### config.mk
export PLATFORM = sky130hd
export DESIGN_NAME = trial_division_prime_tester_flat
export DESIGN_NICKNAME = d
export VERILOG_FILES = /design/src/hdl/tdpt_pkg.sv /design/src/hdl/tdpt_ifs.sv /design/src/hdl/tdpt_rem.sv /design/src/hdl/trial_division_prime_tester.sv /design/src/flat_wrapper.sv
export SDC_FILE = /design/constraint.sdc
export NUM_CORES = 2
export LEC_CHECK = 0
export ABC_AREA = 1
export BUFFER_PORTS_ARGS = -buffer_cell sky130_fd_sc_hd__buf_4
export CAP_MARGIN = 15
export CORE_MARGIN = 10
export CORE_UTILIZATION = 52
export DETAILED_ROUTE_END_ITERATION = 10
export PLACE_DENSITY = 0.68
export SLEW_MARGIN = 40
export SYNTH_ARGS = -nofsm -noshare
export SYNTH_HDL_FRONTEND = slang
export SYNTH_SLANG_ARGS = --single-unit
### constraint.sdc
create_clock -name i_clk -period 11.4 [get_ports i_clk]
set_input_delay 2.28 -clock i_clk [delete_from_list [all_inputs] [get_ports i_clk]]
set_output_delay 2.28 -clock i_clk [all_outputs]
set_load 0.005 [all_outputs]
### src/hdl/tdpt_pkg.sv
// Package for the trial-division prime tester: sizes, constants, request
// structs, sequencer states and the remainder-unit status struct.
// No dependencies.
`default_nettype none

package tdpt_pkg;

    // Table geometry and value width
    localparam int unsigned TABLE_DEPTH = 64;
    localparam int unsigned VALUE_WIDTH = 16;
    localparam int unsigned ADDR_W      = $clog2(TABLE_DEPTH);
    localparam int unsigned CNT_W       = $clog2(TABLE_DEPTH + 1);
    localparam int unsigned SQ_W        = 2 * VALUE_WIDTH;
    localparam int unsigned BIT_W       = $clog2(VALUE_WIDTH);
    localparam int unsigned PS_W        = 7;

    // First trial divisor (also the smallest prime) and its square
    localparam int unsigned FIRST_DIV_INT = 2;
    localparam logic [VALUE_WIDTH-1:0] FIRST_DIVISOR = VALUE_WIDTH'(FIRST_DIV_INT);
    localparam logic [SQ_W-1:0] FIRST_SQUARE = SQ_W'(FIRST_DIV_INT * FIRST_DIV_INT);

    typedef struct packed {
        logic [VALUE_WIDTH-1:0] candidate;
    } t_cand_req;

    typedef struct packed {
        logic            is_prime;
        logic [PS_W-1:0] primes_stored;
        logic            undetermined;
    } t_res_req;

    typedef struct packed {
        logic done;
        logic rem_zero;
    } t_rem_status;

    typedef enum logic [2:0] {
        S_IDLE,
        S_TEST,
        S_DIV,
        S_READ,
        S_LOAD,
        S_FINISH
    } t_state;

endpackage

`default_nettype wire

### src/hdl/tdpt_ifs.sv
// Valid/ready channel interfaces for candidate requests and result requests.
// Depends on tdpt_pkg.
`default_nettype none

interface tdpt_cand_if;
    import tdpt_pkg::*;
    logic      valid;
    logic      ready;
    t_cand_req data;
    modport source (output valid, output data, input ready);
    modport sink   (input valid, input data, output ready);
endinterface

interface tdpt_res_if;
    import tdpt_pkg::*;
    logic     valid;
    logic     ready;
    t_res_req data;
    modport source (output valid, output data, input ready);
    modport sink   (input valid, input data, output ready);
endinterface

`default_nettype wire

### src/hdl/tdpt_rem.sv
// Bit-serial remainder unit: one restoring step per cycle, dividend MSB first.
// Depends on tdpt_pkg.
`default_nettype none

module tdpt_rem (
    input  wire logic                            i_clk,
    input  wire logic                            i_rst_n,
    input  wire logic                            i_start,
    input  wire logic [tdpt_pkg::VALUE_WIDTH-1:0] i_dividend,
    input  wire logic [tdpt_pkg::VALUE_WIDTH-1:0] i_divisor,
    output tdpt_pkg::t_rem_status                o_status
);
    import tdpt_pkg::*;

    logic                   r_busy;
    logic                   r_done;
    logic [BIT_W-1:0]       r_cnt;
    logic [VALUE_WIDTH-1:0] r_rem;
    logic [VALUE_WIDTH-1:0] r_dvd;

    logic [VALUE_WIDTH:0]   trial;
    logic [VALUE_WIDTH:0]   diff;
    logic                   fits;
    logic [VALUE_WIDTH-1:0] n_rem;

    // Shift in the next dividend bit and subtract the divisor when it fits
    always_comb begin
        trial = {r_rem, r_dvd[VALUE_WIDTH-1]};
        diff  = trial - {1'b0, i_divisor};
        fits  = trial >= {1'b0, i_divisor};
        n_rem = fits ? diff[VALUE_WIDTH-1:0] : trial[VALUE_WIDTH-1:0];
    end

    // Control: stay busy until every dividend bit has been stepped, then pulse done
    always_ff @(posedge i_clk) begin
        if (!i_rst_n) begin
            r_busy <= 1'b0;
            r_done <= 1'b0;
        end else begin
            r_done <= 1'b0;
            if (i_start) begin
                r_busy <= 1'b1;
            end else if (r_busy && r_cnt == '0) begin
                r_busy <= 1'b0;
                r_done <= 1'b1;
            end
        end
    end

    // Datapath: load on start, advance one bit per busy cycle
    always_ff @(posedge i_clk) begin
        if (i_start) begin
            r_cnt <= BIT_W'(VALUE_WIDTH - 1);
            r_rem <= '0;
            r_dvd <= i_dividend;
        end else if (r_busy) begin
            r_cnt <= r_cnt - 1'b1;
            r_rem <= n_rem;
            r_dvd <= {r_dvd[VALUE_WIDTH-2:0], 1'b0};
        end
    end

    assign o_status.done     = r_done;
    assign o_status.rem_zero = (r_rem == '0);

endmodule

`default_nettype wire

### src/hdl/trial_division_prime_tester.sv
// Trial-division prime tester: sequencer, prime table memory and result register.
// Depends on tdpt_pkg, tdpt_ifs and tdpt_rem.
//
// Usage:
//   i_cand carries one candidate per request; o_res returns one result per
//   candidate: is_prime, primes_stored (table count after this candidate,
//   low 7 bits) and undetermined (table ran out before the divisor square
//   passed the candidate; the verdict is then not reliable).
//   Feed candidates in ascending order from 2 so the table fills with primes.
//   The candidate is divided by 2, then by each stored prime in turn, until a
//   divisor squared exceeds it, a divisor leaves no remainder, or the table
//   is used up. Each divisor, 2 included, goes through a bound check, the
//   16-step bit-serial remainder, a table read and a load with squaring.
//   Candidates 0 and 1 finish without a remainder; the largest 16-bit
//   primes take 55 remainders. One candidate is in work at a time; the next
//   can be taken in the cycle after the result has moved into the output
//   register, even while the receiver has not yet taken it. Reset empties
//   the table (count to zero) and drops any pending result; only filled
//   entries are read, so no clearing pass. When the receiver stalls, the
//   finished result waits in the sequencer.
`default_nettype none

module trial_division_prime_tester (
    input  wire logic   i_clk,
    input  wire logic   i_rst_n,
    tdpt_cand_if.sink   i_cand,
    tdpt_res_if.source  o_res
);
    import tdpt_pkg::*;

    // Sequencer and control state
    t_state                 r_state;
    t_state                 n_state;
    logic [CNT_W-1:0]       r_count;
    logic [CNT_W-1:0]       n_count;
    logic                   r_out_valid;
    t_res_req               r_out;

    // Per-candidate working registers
    logic [VALUE_WIDTH-1:0] r_n;
    logic [VALUE_WIDTH-1:0] r_d;
    logic [SQ_W-1:0]        r_sq;
    logic [CNT_W-1:0]       r_idx;
    logic                   r_verdict;
    logic                   r_unknown;
    logic [VALUE_WIDTH-1:0] r_last;

    // Prime table memory
    logic [VALUE_WIDTH-1:0] r_table [TABLE_DEPTH];
    logic [VALUE_WIDTH-1:0] r_rdata;

    // Decoded controls
    logic                   in_fire;
    logic                   out_free;
    logic                   sq_over;
    logic                   exhausted;
    logic                   div_start;
    logic                   rd_en;
    logic                   finish;
    logic                   store;
    t_rem_status            rem_status;
    logic [CNT_W+PS_W-1:0]  count_ext;

    tdpt_rem u_rem (
        .i_clk      (i_clk),
        .i_rst_n    (i_rst_n),
        .i_start    (div_start),
        .i_dividend (r_n),
        .i_divisor  (r_d),
        .o_status   (rem_status)
    );

    assign in_fire   = i_cand.valid && i_cand.ready;
    assign out_free  = !r_out_valid || o_res.ready;
    assign sq_over   = r_sq > {{VALUE_WIDTH{1'b0}}, r_n};
    assign exhausted = (r_idx == r_count);

    // Next state
    always_comb begin
        n_state = r_state;
        unique case (r_state)
            S_IDLE: begin
                if (in_fire) begin
                    n_state = (i_cand.data.candidate < FIRST_DIVISOR) ? S_FINISH : S_TEST;
                end
            end
            S_TEST: begin
                n_state = sq_over ? S_FINISH : S_DIV;
            end
            S_DIV: begin
                if (rem_status.done) begin
                    n_state = rem_status.rem_zero ? S_FINISH : S_READ;
                end
            end
            S_READ: begin
                n_state = exhausted ? S_FINISH : S_LOAD;
            end
            S_LOAD: begin
                n_state = S_TEST;
            end
            S_FINISH: begin
                if (out_free) begin
                    n_state = S_IDLE;
                end
            end
            default: begin
                n_state = S_IDLE;
            end
        endcase
    end

    // Sequencer outputs
    always_comb begin
        i_cand.ready = (r_state == S_IDLE);
        div_start    = (r_state == S_TEST) && !sq_over;
        rd_en        = (r_state == S_READ) && !exhausted;
        finish       = (r_state == S_FINISH) && out_free;
        store        = finish && r_verdict && !r_unknown
                       && (r_count < CNT_W'(TABLE_DEPTH))
                       && ((r_count == '0) || (r_n > r_last));
        n_count      = store ? r_count + 1'b1 : r_count;
    end

    // Hold control state
    always_ff @(posedge i_clk) begin
        if (!i_rst_n) begin
            r_state     <= S_IDLE;
            r_count     <= '0;
            r_out_valid <= 1'b0;
        end else begin
            r_state <= n_state;
            r_count <= n_count;
            if (finish) begin
                r_out_valid <= 1'b1;
            end else if (o_res.ready) begin
                r_out_valid <= 1'b0;
            end
        end
    end

    // Advance the working registers; r_idx points at the next table entry
    always_ff @(posedge i_clk) begin
        if (in_fire) begin
            r_n       <= i_cand.data.candidate;
            r_d       <= FIRST_DIVISOR;
            r_sq      <= FIRST_SQUARE;
            r_idx     <= '0;
            r_verdict <= 1'b0;
            r_unknown <= 1'b0;
        end
        if (r_state == S_TEST && sq_over) begin
            r_verdict <= 1'b1;
            r_unknown <= 1'b0;
        end
        if (r_state == S_DIV && rem_status.done) begin
            if (rem_status.rem_zero) begin
                r_verdict <= 1'b0;
            end
        end
        if (r_state == S_READ && exhausted) begin
            r_verdict <= 1'b1;
            r_unknown <= 1'b1;
        end
        if (r_state == S_LOAD) begin
            r_d   <= r_rdata;
            r_sq  <= {{VALUE_WIDTH{1'b0}}, r_rdata} * {{VALUE_WIDTH{1'b0}}, r_rdata};
            r_idx <= r_idx + 1'b1;
        end
        if (store) begin
            r_last <= r_n;
        end
    end

    // Table memory: reads stay below the count, the write goes at the count,
    // so a read and a write never meet on one entry
    always_ff @(posedge i_clk) begin
        if (store) begin
            r_table[r_count[ADDR_W-1:0]] <= r_n;
        end
        if (rd_en) begin
            r_rdata <= r_table[r_idx[ADDR_W-1:0]];
        end
    end

    // Load the result register
    assign count_ext = {{PS_W{1'b0}}, n_count};

    always_ff @(posedge i_clk) begin
        if (finish) begin
            r_out.is_prime      <= r_verdict;
            r_out.primes_stored <= count_ext[PS_W-1:0];
            r_out.undetermined  <= r_unknown;
        end
    end

    assign o_res.valid = r_out_valid;
    assign o_res.data  = r_out;

    // Remainder unit reports only while the sequencer waits on it
    assert property (@(posedge i_clk) disable iff (!i_rst_n)
        rem_status.done |-> (r_state == S_DIV))
        else $error("remainder done outside divide state");

    // Table count grows by at most one per cycle
    assert property (@(posedge i_clk) disable iff (!i_rst_n)
        ($past(i_rst_n) && (r_count != $past(r_count)))
            |-> (r_count == $past(r_count) + 1'b1))
        else $error("table count jumped");

    // Table reads stay inside the filled part
    assert property (@(posedge i_clk) disable iff (!i_rst_n)
        rd_en |-> (r_idx < r_count))
        else $error("table read beyond stored primes");

    // An undetermined result always carries the prime verdict
    assert property (@(posedge i_clk) disable iff (!i_rst_n)
        (r_out_valid && r_out.undetermined) |-> r_out.is_prime)
        else $error("undetermined result without prime verdict");

endmodule

`default_nettype wire
### src/flat_wrapper.sv
// flat-port wrapper written by rule: the top's interface ports become plain ports
module trial_division_prime_tester_flat import tdpt_pkg::*;
  (i_clk, i_rst_n, i_cand_valid, i_cand_data, i_cand_ready, o_res_valid, o_res_data, o_res_ready);
  tdpt_cand_if i_cand_i ();
  tdpt_res_if o_res_i ();
  input  wire logic i_clk;
  input  wire logic i_rst_n;
  input wire logic [$bits(i_cand_i.valid)-1:0] i_cand_valid;
  input wire logic [$bits(i_cand_i.data)-1:0] i_cand_data;
  output wire logic [$bits(i_cand_i.ready)-1:0] i_cand_ready;
  output wire logic [$bits(o_res_i.valid)-1:0] o_res_valid;
  output wire logic [$bits(o_res_i.data)-1:0] o_res_data;
  input wire logic [$bits(o_res_i.ready)-1:0] o_res_ready;
  assign i_cand_i.valid = i_cand_valid;
  assign i_cand_i.data = i_cand_data;
  assign i_cand_ready = i_cand_i.ready;
  assign o_res_valid = o_res_i.valid;
  assign o_res_data = o_res_i.data;
  assign o_res_i.ready = o_res_ready;
  trial_division_prime_tester u_core (.i_clk(i_clk), .i_rst_n(i_rst_n), .i_cand(i_cand_i), .o_res(o_res_i));
endmodule
-- Yosys cells after proc, flatten, opt, wreduce, memory -nomap -nowiden
Memories as Yosys holds them, arrays and structs flattened. A register that Yosys moved wholly into a read port is not among the register bits.
Index checks and enable logic that the tools add are counted.
- register bits: 147
- input port bits: 20
- logic and storage cells: 99
- memories kept: 1
- RAM bits: 1024
- memory list (memory ; depth ; width ; read ports ; clocked after memory_dff ; write ports ; RTL line ; source):
    u_core.r_table ; 64 ; 16 ; 1 ; 1 ; 1 ; trial_division_prime_tester.sv:49 ; logic [VALUE_WIDTH-1:0] r_table [TABLE_DEPTH];
- $add $sub $neg: 4
- muxes and demuxes: 31
- bitwise gates (word level): 1
- multiply operators: 1
- equality and inequality tests: 9
- magnitude comparators: 5
- reductions and logical operators: 29
- operator list (operator ; count):
    16-bit 2-to-1 mux ; 5
    32-bit 2-to-1 mux ; 2
    32-bit by 16-bit greater-than comparator with 1-bit output ; 1
    16-bit by 16-bit multiplier with 32-bit output ; 1
    7-bit 2-to-1 mux ; 3
    3-bit 2-to-1 mux ; 6
    3-bit one-hot mux with 6 select lines ; 1
    17-bit by 16-bit greater-or-equal comparator with 1-bit output ; 1
    16-bit greater-than comparator ; 1
    16-bit logical NOT ; 1
    16-bit by 2-bit < comparator with 1-bit output (second input constant) ; 1
    16-bit subtractor ; 1
    7-bit by 1-bit adder with 7-bit output (second input constant) ; 2
    1-bit 2-to-1 mux ; 14
    1-bit logical AND ; 12
    2-bit nonzero test ; 5
    7-bit equality test ; 1
    7-bit logical NOT ; 1
    7-bit < comparator (second input constant) ; 1
    3-bit by 2-bit equality test with 1-bit output (second input constant) ; 2
    3-bit equality test (second input constant) ; 2
    1-bit logical NOT ; 4
    4-bit logical NOT ; 1
    2-bit inequality test (second input constant) ; 2
    other kinds (8) ; 9

-- Longest topological paths before layout
- depth in word-level cells: 9
- depth in mapped cells: 27

-- Hierarchy
Synthesis repeated with hierarchy kept, for this count alone.
- cells, all modules: 4935
- area, all modules: 56065.0 µm²
- modules (own cells, without submodules) (module ; cells each ; seq. area each (µm²) ; area an instance (µm²) ; instances):
    trial_division_prime_tester ; 4505 ; 34312.9 ; 53151.0 ; 1
    tdpt_rem ; 430 ; 920.9 ; 2914.0 ; 1

-- Worst setup path after synthesis
OpenSTA, ideal clock, no wires.
- kind: flip-flop to flip-flop
- from: reg u_core.r_rdata[9], read port of u_core.r_table
- to: reg u_core.r_sq[22], data pin
- buffers on the path: 2
- period minus slack after synthesis: 5.500 ns
- arrival time: 5.247 ns
- cell stages (with the launch flop): 25
- data required time: 11.147 ns
- setup slack: 5.900 ns
- cells stage by stage: edfxtp_1 -> clkbuf_1 -> clkbuf_1 -> nand2_1 -> inv_1 -> fa_1 -> inv_1 -> fa_1 -> inv_1 -> fa_1 -> fa_1 -> fa_1 -> inv_1 -> fa_1 -> inv_1 -> ha_1 -> nand2_1 -> nor2_1 -> nand4_1 -> nand3_1 -> nand2_1 -> o21ai_0 -> nand2_1 -> nand2_1 -> nor2_1
- word-level cells in the longest chain between the ends: 2
- RTL lines (element ; RTL line ; source):
    start: declaration ; trial_division_prime_tester.sv:50 ; logic [VALUE_WIDTH-1:0] r_rdata;
    16-bit by 16-bit multiplier with 32-bit output ; trial_division_prime_tester.sv:166 ; r_sq <= {{VALUE_WIDTH{1'b0}}, r_rdata} * {{VALUE_WIDTH{1'b0}}, r_rdata};
    32-bit 2-to-1 mux ; trial_division_prime_tester.sv:164 ; if (r_state == S_LOAD) begin
    end signal: assignment ; trial_division_prime_tester.sv:166 ;
    end: declaration ; trial_division_prime_tester.sv:42 ; logic [SQ_W-1:0] r_sq;
No other way between the ends.
A chain may end at the register's enable or synchronous reset.

-- Worst setup path in the final report
- from: reg u_core.r_rdata[8], read port of u_core.r_table
- to: reg u_core.r_sq[22], data pin
The elaborated chain is that of the path after synthesis.

==> metrics <==
syn nets=5288; max-cap violations=0; DIE HEIGHT=348 um; Post-DP Area=57700 um^2; cell chain of the critical path=nand2_1, inv_1, fa_1, inv_1, fa_1, inv_1, fa_1, inv_1, fa_1, inv_1, fa_1, inv_1, fa_1, inv_1, ha_1, nand2_1, nor2_1, nand4_1, nand3_1, nand2_1, o21ai_0, nand2_1, nand2_1, nor2_1; nets=5281; Ys Warns=0; VDD IR max=0.000163 V; DP HPWL=84.6 mm; initial antenna violation count=3; Synth Cell Area=55900 um^2; RSZ-0062 raised after global routing=false; CTS buffer count=117; largest cells by area after synthesis=edfxtp_1 62%, fa_1 5.8%, nor2_1 5.7%, o21ai_0 5.2%, nand2_1 4.0%; Worst-Margin Slew=0.938 ns; GPL Wtd Cong=0.894; Yosys reg bits=1185; top_reg_cell synth=edfxtp_1; Final Max Tran Viols=0; crit path to=u_core.r_sq[22]; GRT Total Usage=23.1%; WL per Instance=22.2 um; post-layout min period=5.99 ns; Clock Skew=0.0450 ns; register-to-register setup slack=5.41 ns; initial core utilization=52.3%; WL final=143 mm; Final ANT Viol Nets=0; outcome=finished, final reports clean; critical path's slowest cell=edfxtp_1; Initial DRC Count=4399; Vias=37.3k; vias in the first global route=35.3k; Die X=348 um; worst skew pair latency=0.72 ns; Seq/Total Area, Yosys=63.1%; Final Hold Viols=0; CTS clk-pin slew, worst paths=0.06 ns; critical path launch point type=flip-flop; max frequency=0.167 GHz; fin crit share=52.5%; post-synth top area share=61.8%; setup bufs post-CTS=0; CTS tree=done; area grow syn2layout=10.4%; launching point of the worst reg2reg path=u_core.r_rdata[8]; root buffer cell=clkbuf_16; first-pass GRT wire length=215 mm; clock sink count=1185; most used cell along the critical path=inv_1; worst endpoint data arrival time=6.46 ns; hold-critical path depth=2; Non-Filler Instances=6447; post-cts resize count=0; DP Cell Count=6228; Gate Count Post-Synth=4955; drt first pass iters=6; Critical Path Sink Type=flip-flop; H-tree levels=3; CTS hold repair buffers=0; final setup vio count=0; n_diodes=0; clock buffer depth=3; fin util=57.7%; worst reg2reg path depth=24; Pleak=23.2 nW; Synth async-reset ratio=0%; Hold Crit Class=flip-flop to flip-flop; TNS Setup=0 ns; CP Data Required Time=11.87 ns; kind of critical path=flip-flop to flip-flop; crit path from=u_core.r_rdata[8]; post-synth top area cell=edfxtp_1; proportion of layout cells with a drive suffix above 1=6.72%; largest stage delay on the critical path=0.69 ns; terminus of the critical flop-to-flop path=u_core.r_sq[22]; largest net degree at the start of global routing=213; Port Buffers=30; Rel. slew slack=37.5%; count of flip-flops with a built-in enable after synthesis=1150; Layout Cell Area excl Fill=61700 um^2; gr ovfl total=0; total I/O pin count=31; average size of a mapped cell=11.3 um^2; Via density=5.79; DIE AREA=121000 um^2; core area=107000 um^2; Crit Path Max Fanout=17; DRC errors left=0; Unique masters post-synth=43; Pwr Density=157 nW/um^2; row count=120
-- synth_stat cells, types with 2 or more instances --
master / instances
a21o_1: 7
a21oi_1: 111
a31oi_1: 2
buf_1: 5
buf_2: 52
buf_4: 7
clkbuf_1: 202
clkinv_1: 2
dfxtp_1: 35
edfxtp_1: 1150
fa_1: 163
ha_1: 150
inv_1: 449
inv_2: 5
nand2_1: 601
nand2_2: 5
nand3_1: 195
nand3b_1: 3
nand4_1: 42
nor2_1: 842
nor3_1: 19
nor4_1: 4
o211ai_1: 116
o21a_1: 4
o21ai_0: 583
o21bai_1: 6
o221ai_1: 11
o22ai_1: 138
or2_2: 2
xnor2_1: 14
xor2_1: 18
-- critical path, delay by kind of cell, from the launching register on --
kind                       cells  cell delay [ns]
AOI/OAI and AO/OA              1             0.23
adders and majority gates      7             3.36
buffers and inverters          7             0.39
DFF                            1             0.69
and+or+nand+nor                9             1.08
-- worst min-delay path by stage --
stage | startpoint | endpoint | slack (ns)
global placement | u_core.u_rem.r_cnt[1] | u_core.u_rem.r_cnt[1] | 0.47
finish | u_core.u_rem.r_cnt[1] | u_core.u_rem.r_cnt[1] | 0.49
CTS | u_core.u_rem.r_cnt[1] | u_core.u_rem.r_cnt[1] | 0.49
floorplan | u_core.r_verdict | u_core.o_res.data[8] | 0.43
global route | u_core.u_rem.r_rem[9] | u_core.u_rem.r_rem[9] | 0.54
detailed placement | u_core.u_rem.r_cnt[1] | u_core.u_rem.r_cnt[1] | 0.47
-- logic make-up (layout without fill, tap and decap cells) --
logic type	after synthesis	after routing	share of synthesized area, %
xor gates and xnor gates	32	32	0.502
AOI/OAI and AO/OA	982	982	9.80
and+or+nand+nor	1720	1720	12.4
adders and majority gates	313	313	9.20
DFF	1185	1185	63.1
buffers and inverters	723	812	5.03
-- layout make-up --
cell class / count / area [um^2]
Clock buffer: 143 / 3090
Multi-Input combinational cell: 3047 / 17900
Sequential cell: 1185 / 35200
Inverter: 456 / 1720
Fill cell: 8725 / 45200
Clock inverter: 72 / 766
Tap cell: 1403 / 1760
Timing Repair Buffer: 141 / 1270
-- power by group --
group | total, mW | switching (mW) | internal [mW]
clock | 3.86 | 1.64 | 2.22
sequential | 4.87 | 0.0268 | 4.84
combinational | 0.943 | 0.698 | 0.245
total | 9.68 | 2.37 | 7.31
-- sequential cells by signal, summed over array words and instances, names as in the netlist, 3 cells and up --
signal / flops
u_core.u_rem.r_cnt: 4
u_core.r_n: 16
u_core.r_last: 16
u_core.u_rem.r_rem: 16
u_core.r_state: 3
u_core.r_sq: 30
u_core.r_rdata: 16
u_core.u_rem.r_dvd: 16
u_core.r_count: 7
u_core.r_table: 1024
u_core.o_res.data: 9
u_core.r_d: 16
u_core.r_idx: 7
-- cells in the final DEF (no fill, tap or decap), types with 42 or more instances in the layout --
cell	count
a21oi_1	111
buf_4	113
clkbuf_16	118
edfxtp_1	1150
fa_1	163
ha_1	150
inv_1	446
nand2_1	601
nand3_1	195
nand4_1	42
nor2_1	837
o211ai_1	116
o21ai_0	583
o22ai_1	138
-- per-layer routing --
| metal | track usage [%] | routed length (um) | vias up | share of wire (%) |
|---|---|---|---|---|
| li1 | - | - | 17184 | - |
| met2 | 35.7 | 65000 | 1566 | 45 |
| met3 | 4.38 | 12800 | 232 | 9.0 |
| met1 | 32.8 | 60400 | 18335 | 42 |
| met4 | 7.55 | 4640 | 2 | 3.2 |
| met5 | 0 | 10 | - | 0.0070 |
-- stage by stage --
| step | setup slack, ns | hold WS [ns] | total power, mW |
|---|---|---|---|
| after floorplan | 5.90 | 0.431 | 5.54 |
| after global placement | 5.40 | 0.475 | 5.87 |
| after detailed placement | 5.42 | 0.474 | 5.88 |
| after CTS | 5.41 | 0.491 | 9.71 |
| after global routing | 5.06 | 0.537 | 9.98 |
| final | 5.41 | 0.489 | 9.68 |
Power figures use the tool's default switching activity.
